File: src/hdl/kar_pkg.sv
// kar_pkg: shared constants, register indexes and types of the key auto-repeat block
// no dependencies
`timescale 1ns / 1ps

package kar_pkg;

    localparam int NUM_KEYS    = 16;
    localparam int MASK_W      = 16;
    localparam int ACTIVE_KEYS = (NUM_KEYS < MASK_W) ? NUM_KEYS : MASK_W;
    localparam int KEY_IDX_W   = (ACTIVE_KEYS > 1) ? $clog2(ACTIVE_KEYS) : 1;
    localparam int TIME_W      = 32;
    localparam int CFG_W       = 16;
    localparam int CFG_IDX_W   = 2;

    localparam logic [CFG_IDX_W-1:0] REG_REPEAT_PERIOD  = CFG_IDX_W'(0);
    localparam logic [CFG_IDX_W-1:0] REG_HOLD_THRESHOLD = CFG_IDX_W'(1);

    localparam logic [CFG_W-1:0] DEFAULT_PERIOD = CFG_W'(200);
    localparam logic [CFG_W-1:0] DEFAULT_HOLD   = CFG_W'(1000);
    localparam int               SPEEDUP_DIV    = 3;
    localparam logic [CFG_W-1:0] DEFAULT_FAST   = CFG_W'(200 / SPEEDUP_DIV);

    // floor(x / 3) as (x * 43691) >> 17, exact for all 16-bit x
    localparam int               DIV3_MULT_W = 17;
    localparam logic [DIV3_MULT_W-1:0] DIV3_MULT = DIV3_MULT_W'(43691);
    localparam int               DIV3_SHIFT  = 17;

    typedef struct packed {
        logic              down;
        logic [TIME_W-1:0] press;
        logic [TIME_W-1:0] fire;
    } key_state_t;

    typedef struct packed {
        logic [CFG_W-1:0] period;
        logic [CFG_W-1:0] fast_period;
        logic [CFG_W-1:0] hold;
    } repeat_cfg_t;

endpackage

File: src/hdl/kar_state_mem.sv
// kar_state_mem: per-key state memory, registered read, write forwarding
// depends on kar_pkg
`timescale 1ns / 1ps

module kar_state_mem
    import kar_pkg::*;
(
    input  logic                 clk,
    input  logic                 rst_n,
    input  logic                 rd_en,
    input  logic [KEY_IDX_W-1:0] rd_addr,
    output key_state_t           rd_data,
    input  logic                 wr_en,
    input  logic [KEY_IDX_W-1:0] wr_addr,
    input  key_state_t           wr_data
);

    key_state_t             mem [ACTIVE_KEYS];
    logic [ACTIVE_KEYS-1:0] valid_reg;
    key_state_t             rdata_reg;
    logic                   rd_valid_reg;
    logic                   fwd_hit_reg;
    key_state_t             fwd_data_reg;

    always_ff @(posedge clk)
    begin
        if (wr_en)
        begin
            mem[wr_addr] <= wr_data;
        end
        if (rd_en)
        begin
            rdata_reg    <= mem[rd_addr];
            fwd_data_reg <= wr_data;
        end
    end

    always_ff @(posedge clk or negedge rst_n)
    begin
        if (!rst_n)
        begin
            valid_reg    <= '0;
            rd_valid_reg <= 1'b0;
            fwd_hit_reg  <= 1'b0;
        end
        else
        begin
            if (wr_en)
            begin
                valid_reg[wr_addr] <= 1'b1;
            end
            if (rd_en)
            begin
                rd_valid_reg <= valid_reg[rd_addr];
                fwd_hit_reg  <= wr_en && (wr_addr == rd_addr);
            end
        end
    end

    // never-written entries read as the reset state
    assign rd_data = fwd_hit_reg  ? fwd_data_reg :
                     rd_valid_reg ? rdata_reg    : '0;

endmodule

File: src/hdl/kar_key_unit.sv
// kar_key_unit: edge detection and repeat timing for one key
// depends on kar_pkg
`timescale 1ns / 1ps

module kar_key_unit
    import kar_pkg::*;
(
    input  repeat_cfg_t       cfg,
    input  logic [TIME_W-1:0] now,
    input  logic              level,
    input  key_state_t        cur,
    output key_state_t        nxt,
    output logic              fired
);

    logic [TIME_W-1:0] held_for;
    logic [TIME_W-1:0] since_fire;
    logic [CFG_W-1:0]  rate;

    always_comb
    begin
        held_for   = now - cur.press;
        since_fire = now - cur.fire;
        rate       = ((cfg.hold != '0) && (held_for > TIME_W'(cfg.hold)))
                     ? cfg.fast_period : cfg.period;
        nxt        = cur;
        fired      = 1'b0;
        if (level != cur.down)
        begin
            if (level)
            begin
                nxt.down  = 1'b1;
                nxt.press = now;
                nxt.fire  = now;
                fired     = 1'b1;
            end
            else
            begin
                nxt = '0;
            end
        end
        else if (cur.down && (cfg.period != '0) && (since_fire > TIME_W'(rate)))
        begin
            nxt.fire = now;
            fired    = 1'b1;
        end
    end

endmodule

File: src/hdl/key_auto_repeat.sv
// key_auto_repeat: top level, key sequencer, state read-modify-write and output word
// depends on kar_pkg, kar_state_mem, kar_key_unit
`timescale 1ns / 1ps

// Typematic auto-repeat for a bank of keys. Each input word is one tick (time stamp
// and raw key levels); each yields one output word, the mask of keys firing on that
// tick. Keys are served one per cycle, unless the key pipeline is held, from a state
// memory of one entry per key, and a new tick is taken at the edge that reads the
// last key of the previous one. The output register lets the next tick proceed while
// a result waits; only a second finished result stalls the key pipeline. State
// resets to all zero at once, with no clearing pass. Writes to repeat_period and
// hold_threshold must come while the block is idle; the block does not enforce it.

module key_auto_repeat
    import kar_pkg::*;
(
    input  logic                 clk,
    input  logic                 rst_n,
    input  logic                 in_valid,
    output logic                 in_stall,
    input  logic [TIME_W-1:0]    tick_time,
    input  logic [MASK_W-1:0]    raw_keys,
    output logic                 out_valid,
    input  logic                 out_stall,
    output logic [MASK_W-1:0]    fire_keys,
    input  logic                 cfg_we,
    input  logic [CFG_IDX_W-1:0] cfg_index,
    input  logic [CFG_W-1:0]     cfg_data
);

    localparam int PROD_W = CFG_W + DIV3_MULT_W;
    localparam logic [KEY_IDX_W-1:0] LAST_IDX = KEY_IDX_W'(ACTIVE_KEYS - 1);

    logic [CFG_W-1:0]     period_reg;
    logic [CFG_W-1:0]     hold_reg;
    logic [CFG_W-1:0]     fast_reg;
    logic [CFG_W-1:0]     fast_next;
    logic [PROD_W-1:0]    fast_prod;
    repeat_cfg_t          cfg;

    logic                 a_valid_reg;
    logic [TIME_W-1:0]    a_time_reg;
    logic [MASK_W-1:0]    a_keys_reg;
    logic [KEY_IDX_W-1:0] a_idx_reg;
    logic                 a_last;

    logic                 b_valid_reg;
    logic [TIME_W-1:0]    b_time_reg;
    logic [KEY_IDX_W-1:0] b_idx_reg;
    logic                 b_level_reg;
    logic                 b_last_reg;

    logic [MASK_W-1:0]    acc_reg;
    logic                 out_valid_reg;
    logic [MASK_W-1:0]    out_data_reg;

    logic                 hold;
    logic                 issue;
    logic                 accept;
    logic                 retire;
    key_state_t           cur_state;
    key_state_t           nxt_state;
    logic                 fired;
    logic [MASK_W-1:0]    fire_bit;

    always_comb
    begin
        fast_prod = PROD_W'(period_reg) * PROD_W'(DIV3_MULT);
        fast_next = fast_prod[DIV3_SHIFT +: CFG_W];
        cfg.period      = period_reg;
        cfg.fast_period = fast_reg;
        cfg.hold        = hold_reg;
    end

    assign a_last   = (a_idx_reg == LAST_IDX);
    assign hold     = b_valid_reg && b_last_reg && out_valid_reg && out_stall;
    assign issue    = a_valid_reg && !hold;
    assign in_stall = a_valid_reg && !(a_last && !hold);
    assign accept   = in_valid && !in_stall;
    assign retire   = b_valid_reg && !hold;
    assign fire_bit = MASK_W'(fired) << b_idx_reg;

    kar_state_mem u_mem (
        .clk     (clk),
        .rst_n   (rst_n),
        .rd_en   (issue),
        .rd_addr (a_idx_reg),
        .rd_data (cur_state),
        .wr_en   (retire),
        .wr_addr (b_idx_reg),
        .wr_data (nxt_state)
    );

    kar_key_unit u_key (
        .cfg   (cfg),
        .now   (b_time_reg),
        .level (b_level_reg),
        .cur   (cur_state),
        .nxt   (nxt_state),
        .fired (fired)
    );

    // payload registers
    always_ff @(posedge clk)
    begin
        if (accept)
        begin
            a_time_reg <= tick_time;
            a_keys_reg <= raw_keys;
        end
        if (!hold)
        begin
            b_time_reg  <= a_time_reg;
            b_idx_reg   <= a_idx_reg;
            b_level_reg <= a_keys_reg[a_idx_reg];
        end
        if (retire && b_last_reg)
        begin
            out_data_reg <= acc_reg | fire_bit;
        end
    end

    always_ff @(posedge clk or negedge rst_n)
    begin
        if (!rst_n)
        begin
            period_reg    <= DEFAULT_PERIOD;
            hold_reg      <= DEFAULT_HOLD;
            fast_reg      <= DEFAULT_FAST;
            a_valid_reg   <= 1'b0;
            a_idx_reg     <= '0;
            b_valid_reg   <= 1'b0;
            b_last_reg    <= 1'b0;
            acc_reg       <= '0;
            out_valid_reg <= 1'b0;
        end
        else
        begin
            if (cfg_we && (cfg_index == REG_REPEAT_PERIOD))
            begin
                period_reg <= cfg_data;
            end
            if (cfg_we && (cfg_index == REG_HOLD_THRESHOLD))
            begin
                hold_reg <= cfg_data;
            end
            fast_reg <= fast_next;

            if (accept)
            begin
                a_valid_reg <= 1'b1;
                a_idx_reg   <= '0;
            end
            else if (issue)
            begin
                if (a_last)
                begin
                    a_valid_reg <= 1'b0;
                end
                else
                begin
                    a_idx_reg <= a_idx_reg + KEY_IDX_W'(1);
                end
            end

            if (!hold)
            begin
                b_valid_reg <= issue;
                b_last_reg  <= a_last;
            end

            if (retire)
            begin
                if (b_last_reg)
                begin
                    acc_reg <= '0;
                end
                else
                begin
                    acc_reg <= acc_reg | fire_bit;
                end
            end

            if (retire && b_last_reg)
            begin
                out_valid_reg <= 1'b1;
            end
            else if (out_valid_reg && !out_stall)
            begin
                out_valid_reg <= 1'b0;
            end
        end
    end

    assign out_valid = out_valid_reg;
    assign fire_keys = out_data_reg;

endmodule

File: config.mk
export PLATFORM = sky130hd
export DESIGN_NAME = key_auto_repeat
export DESIGN_NICKNAME = d
export VERILOG_FILES = /design/src/hdl/kar_pkg.sv /design/src/hdl/kar_state_mem.sv /design/src/hdl/kar_key_unit.sv /design/src/hdl/key_auto_repeat.sv
export SDC_FILE = /design/constraint.sdc
export NUM_CORES = 2
export LEC_CHECK = 0
export ABC_AREA = 1
export BUFFER_PORTS_ARGS = -buffer_cell sky130_fd_sc_hd__buf_2
export CAP_MARGIN = 30
export CORE_MARGIN = 5
export CORE_UTILIZATION = 35
export CTS_CLUSTER_DIAMETER = 100
export DETAILED_ROUTE_END_ITERATION = 12
export MAX_ROUTING_LAYER = met4
export PLACE_DENSITY = 0.52
export SLEW_MARGIN = 20
export SYNTH_ARGS = -nofsm -noshare
export SYNTH_HDL_FRONTEND = slang
export SYNTH_SLANG_ARGS = --single-unit
File: constraint.sdc
create_clock -name clk -period 22.8 [get_ports clk]
set_clock_uncertainty 0.05 [all_clocks]
set_input_delay 1.14 -clock clk [delete_from_list [all_inputs] [get_ports clk]]
set_output_delay 1.14 -clock clk [all_outputs]
set_load 0.01 [all_outputs]
==> results.yml <==
route:
  dr.pass1.iters: 5
  routedWlPerCell_um: 24.4
  route.detailed.drc: 0
  routed_wl_um: 196000
  met3WireLength_um: 9650
  vias: 42800
  ant_nets: 0
  route.met2.wl_um: 94900
  drt_iter0_drc: 3896
  met1Wirelength_um: 85200
  vias_per_cell: 5.35
  top_layer: "met4"
worst_setup_path:
  cp-end-kind: "register"
  crit-reg2reg-capture: "u_mem.mem[14][24]$_DFFE_PP_"
  critical_path.max_stage_delay_ns: 0.77
  worstPathRequired_ns: 23.38
  cp-start-kind: "register"
  path_common_cell: "nand2_1"
  crit_start: "u_mem.rd_valid_reg$_DFFE_PN0P_"
  critical_path_peak_fanout: 29
  crit_type: "register to register"
  r2r_cells: 49
  cp.arrival_ns: 10.06
  cp_top_family: "simple AND/OR/NAND/NOR gates"
  timing.critical_path.buf_inv: 9
  r2r-start: "u_mem.rd_valid_reg$_DFFE_PN0P_"
  crit_path_end: "u_mem.mem[14][24]$_DFFE_PP_"
  cpMaxStageDelayCell: "dfrtp_1"
  cp.depth: 49
  rrSetupSlack_ns: 13.32
sta:
  finalCriticalPeriod_ns: 9.48
  tns_ns: 0
  drv_slew: 0
  worstMarginPinSlew_ns: 1.01
  hold_ws_ns: 0.347
  rsz0062_at_grt: "no"
  post-route-period-util_pct: 41.6
  setup_violations: 0
  max_freq_ghz: 0.106
  hold_viol: 0
  slew_headroom_pct: 32.4
cts:
  hold_buffers: 0
  cts-resized-gates: 0
  cts_made_buffers: 141
  post_cts_buffers: 0
  cts_buffer_depth: 3
  path_clk_slew_ns: 0.06
  cts_tree: "built"
  cts_root_buf: "clkbuf_16"
  worstSkewPairLatency_ns: 0.79
  htree_num_levels: 4
  clock_sinks: 1360
layout:
  fillers: 16900
  multiInputGateArea_um2: 19500
  drive_gt1_share_pct: 9.31
  fin_util_pct: 39.7
  largest_reg_flops: 1040
  area_delta_synth_final_pct: 13.0
  final-seq-area_um2: 40400
  final_nets: 5912
yosys:
  synth_top_family_by_area: "simple AND/OR/NAND/NOR gates"
  synth_fa_ha_area_share_pct: 6.93
  synth_simple_gate_area_share_pct: 11.7
  synth_edf_count: 1271
  synth_xor_area_share_pct: 0.631
  ys_seq_area_share_pct: 64.7
  synth-compound-area-share_pct: 11.7
  ys_async_sr_fraction_pct: 6.54
  ys_seq_elements: 1360
  synth.most_common_cell: "edfxtp_1"
  syn-cell-area_um2: 62400
  netlist_instances: 5444
  dominantRegCellSynth: "edfxtp_1"
  synth_top_area_cell: "edfxtp_1"
  ys_top_cells_by_area: "edfxtp_1 61%, o21ai_0 5.7%, ha_1 4.3%"
  synth_nets: 5811
  synth_cell_types: 52
  synth_warnings: 0
  synth.area.mux_share_pct: 0
  avgSynthCellArea_um2: 11.5
  yosysTopAreaCellShare_pct: 61.1
  synth_commonest_cells: "1271 x edfxtp_1, 712 x o21ai_0, 699 x nor2_1, 685 x nand2_1, 436 x inv_1"
floorplan:
  ioPinCount: 89
  die_w_um: 432
  die_h_um: 432
  initial_core_util_pct: 35.1
  dieArea_um2: 187000
  rows: 155
  core_um2: 178000
global_route:
  grt_overflow_total: 0
  grt_usage_pct: 21.2
  grt_pass1_wl_um: 285000
  grt_pass1_vias: 41300
  antenna_found_initial: 2
  grt_max_degree: 173
place:
  place_hpwl_um: 116000
  placement.io_buffers: 88
  gp_congestion: 0.968
hold_path:
  hold_path.class: "input pin to asynchronous set/reset pin"
flow_run:
  max_cap_viol_count: 0
outcome:
  status: "finished clean"
[worst reg2reg max path: cells and delay by family (launching register included)]
kind | cells | cell delay, ns
AO/OA/AOI/OAI | 5 | 0.78
XOR/XNOR | 1 | 0.15
adder cells (fa/ha/maj) | 4 | 0.96
buffers and inverters | 9 | 2.29
flip-flops | 1 | 0.77
AND/OR/NAND/NOR | 30 | 4.34
[how the worst min path moves through the flow]
stage,start,to,slack [ns]
floorplan,a_time_reg[0]$_DFFE_PP_,b_time_reg[0]$_DFFE_PN_,0.35
global placement,a_time_reg[16]$_DFFE_PP_,b_time_reg[16]$_DFFE_PN_,0.36
detailed placement,a_time_reg[19]$_DFFE_PP_,b_time_reg[19]$_DFFE_PN_,0.36
CTS,rst_n,hold_reg[13]$_DFFE_PN0P_,0.31
global route,rst_n,hold_reg[13]$_DFFE_PN0P_,0.36
finish,rst_n,hold_reg[13]$_DFFE_PN0P_,0.35
[metrics by stage]
stage	setup slack [ns]	cells	cell area, µm²
3_5_place_dp	13.28	7748	66000
4_1_cts	13.27	7998	70400
3_3_place_gp	13.31	7744	65900
5_1_grt	12.49	8008	70500
6_report	13.32	8008	70500
2_1_floorplan	14.73	5444	62400
[cells in the final DEF (no fill, tap or decap), types with 24 or more instances in the layout]
master	instances
a22oi_1	51
nand2_2	29
xor2_1	39
o221ai_1	105
o21ai_0	705
ha_1	212
o22ai_1	175
buf_2	87
clkinv_1	42
o211ai_1	29
inv_1	433
a21oi_1	147
fa_1	83
clkbuf_16	147
buf_4	120
nor3_1	24
nor2_1	684
dfrtp_1	74
nand3_1	256
edfxtp_1	1271
nand2_1	684
[cells by family (layout without fill, tap and decap cells)]
logic type / after synthesis / in the layout
flops: 1360 / 1360
other cells: 0 / 1
simple gates: 1768 / 1768
xor+xnor: 45 / 45
buf+inv: 706 / 914
fa+ha+maj: 296 / 296
compound gates: 1269 / 1269
[routing by layer]
layer,global-route usage [%],vias up
met3,2.43,291
met4,6.54,0
met1,28.0,21500
li1,-,19700
met5,-,-
met2,34.5,1319
[layout make-up]
cell class                      instances  area share (%)
Multi-Input combinational cell       3378            27.6
Tap cell                             2355            4.18
Clock buffer                          164            5.31
Inverter                              442            2.38
Sequential cell                      1360            57.3
Antenna cell                            1         0.00355
Clock inverter                         86           0.903
Timing Repair Buffer                  222            2.29
Power is not shown: default switching activity piles up to over one toggle a cycle in this logic, so the estimate is an artifact.
